==> config.mk <==
export PLATFORM = sky130hd
export DESIGN_NAME = ufbd_div
export DESIGN_NICKNAME = d
export VERILOG_FILES = /design/src/design/ufbd_pkg.sv /design/src/design/ufbd_div.sv
export SDC_FILE = /design/constraint.sdc
export NUM_CORES = 2
export LEC_CHECK = 0
export BUFFER_PORTS_ARGS = -buffer_cell sky130_fd_sc_hd__buf_2
export CAP_MARGIN = 20
export CORE_MARGIN = 2
export CORE_UTILIZATION = 50
export DETAILED_ROUTE_END_ITERATION = 12
export GPL_ROUTABILITY_DRIVEN = 1
export PLACE_DENSITY = 0.65
export SLEW_MARGIN = 20
export SYNTH_ARGS = -nofsm -noshare
export SYNTH_HDL_FRONTEND = slang
export SYNTH_SLANG_ARGS = --single-unit
==> constraint.sdc <==
create_clock -name clk -period 4.1 [get_ports clk]
set_input_delay 0.615 -clock clk [delete_from_list [all_inputs] [get_ports clk]]
set_output_delay 0.615 -clock clk [all_outputs]
set_load 0.02 [all_outputs]
==> src/design/ufbd_pkg.sv <==
// Shared types and constants for the fractional baud divisor.
`default_nettype none
package ufbd_pkg;

  // Dividend: 3 MHz expressed in eighths of a divisor step
  localparam int unsigned NUM_W = 25;
  localparam logic [NUM_W-1:0] CLK_EIGHTHS = 25'd24000000;

  localparam logic [23:0] FAST_LIMIT = 24'd2000000;
  localparam logic [23:0] MED_RATE_IN = 24'd1000000;
  localparam logic [23:0] MIN_RATE = 24'd184;

  localparam logic [21:0] FAST_RATE = 22'd3000000;
  localparam logic [21:0] MED_RATE = 22'd1000000;
  localparam logic [21:0] SAT_RATE = 22'd183;
  localparam logic [17:0] MAX_EIGHTHS = 18'd131071;

  // Request class, decided at the input
  typedef enum logic [1:0] {
    CLS_NORM = 2'd0,
    CLS_FAST = 2'd1,
    CLS_MED = 2'd2,
    CLS_SLOW = 2'd3
  } rate_cls_t;

  // Fraction code by eighths
  function automatic logic [2:0] frac_code(input logic [2:0] eighth);
    logic [2:0] code;
    unique case (eighth)
      3'd0: code = 3'd0;
      3'd1: code = 3'd3;
      3'd2: code = 3'd2;
      3'd3: code = 3'd4;
      3'd4: code = 3'd1;
      3'd5: code = 3'd5;
      3'd6: code = 3'd6;
      default: code = 3'd7;
    endcase
    return code;
  endfunction

endpackage
`default_nettype wire

==> src/design/ufbd_div.sv <==
// Pipelined restoring divider: fixed dividend over a variable divisor, one bit a stage.
`default_nettype none
module ufbd_div #(
  parameter int unsigned DW = 20,
  parameter int unsigned SW = 8
) (
  input  wire logic                          clk,
  input  wire logic                          rst_n,
  input  wire logic                          en,
  input  wire logic                          in_vld,
  input  wire logic [DW-1:0]                 in_den,
  input  wire logic [SW-1:0]                 in_side,
  output logic                               out_vld,
  output logic [ufbd_pkg::NUM_W-1:0]         out_quo,
  output logic [SW-1:0]                      out_side
);
  import ufbd_pkg::*;

  localparam int unsigned NB = NUM_W;

  logic [NB-1:0] vld_r;
  logic [DW-1:0] rem_r  [NB];
  logic [NB-1:0] quo_r  [NB];
  logic [DW-1:0] den_r  [NB];
  logic [SW-1:0] side_r [NB];

  genvar s;
  generate
    for (s = 0; s < NB; s++) begin : g_stage
      logic [DW-1:0] rem_prev;
      logic [NB-1:0] quo_prev;
      logic [DW-1:0] den_prev;
      logic [SW-1:0] side_prev;
      logic          vld_prev;
      logic [DW:0]   trial;
      logic          ge;
      logic [DW:0]   diff;
      logic [DW-1:0] rem_nxt;
      logic [NB-1:0] quo_nxt;

      if (s == 0) begin : g_first
        assign rem_prev  = '0;
        assign quo_prev  = '0;
        assign den_prev  = in_den;
        assign side_prev = in_side;
        assign vld_prev  = in_vld;
      end else begin : g_next
        assign rem_prev  = rem_r[s-1];
        assign quo_prev  = quo_r[s-1];
        assign den_prev  = den_r[s-1];
        assign side_prev = side_r[s-1];
        assign vld_prev  = vld_r[s-1];
      end

      // shift in the next dividend bit, subtract if it fits
      always_comb begin
        trial   = {rem_prev, CLK_EIGHTHS[NB-1-s]};
        ge      = (trial >= {1'b0, den_prev});
        diff    = trial - {1'b0, den_prev};
        rem_nxt = ge ? diff[DW-1:0] : trial[DW-1:0];
        quo_nxt = quo_prev;
        quo_nxt[NB-1-s] = ge;
      end

      always_ff @(posedge clk) begin
        if (!rst_n) begin
          vld_r[s] <= 1'b0;
        end else if (en) begin
          vld_r[s] <= vld_prev;
        end
        if (en) begin
          rem_r[s]  <= rem_nxt;
          quo_r[s]  <= quo_nxt;
          den_r[s]  <= den_prev;
          side_r[s] <= side_prev;
        end
      end
    end
  endgenerate

  assign out_vld  = vld_r[NB-1];
  assign out_quo  = quo_r[NB-1];
  assign out_side = side_r[NB-1];

endmodule
`default_nettype wire

==> flow_summary_export.csv <==
group,metric,value,unit
global_route,overflow,0,
logic_synthesis,yosysMostFrequentCell,"edfxtp_1",
logic_synthesis,synth_area,73200,um^2
floorplanning,die_w,387,um
power_and_ir_drop,p_leak,32.3,nW
logic_synthesis,synth_simple_gate_area_share,7.91,%
timing,slew_violations,0,
logic_synthesis,synth-seq-cells,1510,
worst_setup_path,arrival,4.19,ns
floorplanning,die_area,150000,um^2
global_route,grt_antenna_before_repair,1,
final_layout,drive_gt1_share,9.96,%
routing,viasPerCell,5.47,
timing,relSlewSlack,39.5,%
clock_network,cts.sinks,1510,
global_route,grt_max_degree,111,
placed_design,port_buffers,65,
worst_setup_path,cp_max_fo,36,
final_layout,num_antenna_cells,0,
clock_network,cts_made_buffers,164,
final_layout,n_fill_cell,11800,
logic_synthesis,synth_top_area_share,60.9,%
power_and_ir_drop,swShare,34.1,%
clock_network,h-tree-depth,4,
global_route,track_usage,19.3,%
timing,setup_tns,0,ns
final_layout,area_delta_synth_final,11.8,%
timing,setup_viol,0,
timing,tightestPinTransition,0.907,ns
logic_synthesis,syn_inst,5745,
logic_synthesis,synth_warnings,0,
worst_setup_path,critPathRequiredTime,4.59,ns
final_layout,final_net_count,6503,
power_and_ir_drop,pwr-share-seq,39.0,%
global_route,grt_pass1_wl,231,mm
timing,rsz0062_at_grt,"false",
routing,drcViolationCount,0,
logic_synthesis,avgSynthCellArea,12.7,um^2
logic_synthesis,synth_xor_area_share,3.88,%
run,maxCapViolCount,0,
clock_network,ctsResizeCount,0,
final_layout,final_util,56.2,%
logic_synthesis,synth_edf_count,1485,
logic_synthesis,synthTopCellsByCount,"1485 x edfxtp_1, 617 x inv_1, 471 x ha_1",
clock_network,root_buffer,"clkbuf_16",
power_and_ir_drop,p_clk_share,23.1,%
floorplanning,io_pins,66,
routing,via_count,43900,
clock_network,path_clk_slew,0.06,ns
floorplanning,rows,140,
timing,period_minus_slack,3.70,ns
logic_synthesis,synthArstFlopShare,0,%
power_and_ir_drop,combPwrFrac,37.9,%
timing,clock_skew,0.0395,ns
placed_design,place_congestion,0.890,
routing,first_iter_violations,3274,
clock_network,cts_tree,"built",
power_and_ir_drop,p_int,0.0403,W
logic_synthesis,synth_area_leaders,"edfxtp_1 61%, ha_1 8.0%, inv_1 3.2%",
timing,fmaxAchievable,271,MHz
timing,min_period_over_period,90.2,%
routing,wire_per_inst,18.0,um
logic_synthesis,synth_top_family_by_area,"compound AO/OA/AOI/OAI gates",
hold_path,min_path_type,"in2reg",
worst_setup_path,cp-start-kind,"flop",
logic_synthesis,synthAdderAreaFrac,8.68,%
routing,firstDrtPassIters,6,
timing,whs,0.0747,ns
logic_synthesis,yosysTopAreaCell,"edfxtp_1",
logic_synthesis,synth_mux_area_share,3.33,%
run_status,outcome,"finished, final reports clean",
floorplanning,placeableCoreArea,146000,um^2
clock_network,clock_latency,0.78,ns
worst_setup_path,worstSetupPathType,"reg2reg",
floorplanning,die_y,387,um
logic_synthesis,ys.flop_type,"edfxtp_1",
timing,hold_viol,0,
power_and_ir_drop,power_density,747,nW/um^2
power_and_ir_drop,ir_worst_vdd,0.000489,V
logic_synthesis,synth_compound_area_share,10.9,%
floorplanning,initial_core_util,50.3,%
placed_design,dp.final_hpwl,103,mm
clock_network,clockBufferDepth,3,
worst_setup_path,worstSetupEndpointType,"flop",
logic_synthesis,yosysSeqAreaShare,61.6,%
routing,finalWirelength,145,mm
power_and_ir_drop,switching_power,0.0208,W
logic_synthesis,syn-num-nets,6271,
logic_synthesis,synth_cell_types,86,
routing,drt.antenna.violating_nets,0,
global_route,grt_pass1_vias,42700,
-- area by class of cell --
class	instances	area, um^2	area share, %
sequential	1510	45100	55.1
multi-input combinational	3524	25500	31.2
clock buffer	189	4240	5.18
tap	1917	2400	2.93
inverter	617	2320	2.83
timing repair buffer	160	1320	1.62
clock inverter	112	963	1.18
-- sequential cells by signal, summed over array words and instances, names as in the netlist --
signal	count
quo_r	325
out_vld	1
den_r	480
g_stage.vld_prev	24
rem_r	480
side_r	200
-- cells by family after synthesis --
| group | count (synthesis) |
|---|---|
| mux | 221 |
| xor+xnor | 324 |
| compound gates | 1282 |
| simple gates | 1203 |
| fa+ha+maj | 494 |
| flops | 1510 |
| buf+inv | 711 |
-- critical path, cell delays in order (launching register included) --
cell and delay, ns:
edfxtp_1 0.52, ha_1 0.27, fa_1 0.42, nor2b_1 0.12
o21ai_0 0.09, a21boi_0 0.28, o21ai_0 0.19, a21oi_1 0.16
buf_4 0.15, o21ai_0 0.09, nand2b_1 0.11, a41oi_2 0.13
buf_4 0.26, o31ai_1 0.62
-- placed cells by master, fill, tap and decap left out, types with 37 or more instances in the layout --
cell,instances
nor4_1,37
nand4_1,49
nand2b_1,65
xnor2_1,213
or3_1,39
buf_2,64
ha_1,471
nor2_1,291
a21oi_1,362
a21boi_0,38
o21a_1,58
xor2_1,111
inv_1,617
o21ai_0,362
buf_4,55
nor3_1,82
a21o_1,131
clkbuf_16,166
mux2_2,176
a31oi_1,41
clkinv_1,38
nand3_1,71
edfxtp_1,1485
o31ai_1,43
nor2b_1,99
mux2i_1,44
nand2_1,357
-- final timing paths --
kind | slack [ns] | cells past startpoint | to | from
setup reg to reg | 0.40 | 13 | rem_r[15][8] | den_r[1][121]
setup / recovery | 0.40 | 13 | rem_r[15][8] | den_r[1][121]
hold / removal | 0.07 | 1 | den_r[0][19] | in_den[19]
hold reg to reg | 0.39 | 0 | side_r[5][5] | side_r[4][13]
-- power groups by stage --
stage          Combinational (W)  Sequential (W)  Clock (W)
6_report                  0.0232          0.0238     0.0141
5_1_grt                   0.0260          0.0241     0.0151
3_3_place_gp              0.0224          0.0241          0
2_1_floorplan             0.0180          0.0230          0
4_1_cts                   0.0231          0.0238     0.0146
3_5_place_dp              0.0229          0.0241          0
-- metrics by stage --
step,std cells,setup slack [ns],area (um^2),total power [W]
after floorplan,5745,0.842,73200,0.0409
after global placement,7705,0.554,76400,0.0465
after detailed placement,7705,0.507,76400,0.0469
after CTS,8029,0.450,81800,0.0615
after global routing,8029,0.251,81800,0.0652
final,8029,0.404,81800,0.0611
-- metal layers --
| layer | vias up | track usage [%] | wire (um) |
|---|---|---|---|
| met5 | - | 0 | 0 |
| met4 | 0 | 6.29 | 4210 |
| met3 | 268 | 3.22 | 7200 |
| met2 | 975 | 30.7 | 66500 |
| met1 | 21000 | 27.0 | 66700 |
| li1 | 21600 | - | - |
-- what timing repair did --
item                                   4_1_cts  5_1_grt
setup buffers                                0        0
hold buffers                                23        0
endpoints found under the hold margin       23        0
(Power assumes the default switching activity.)
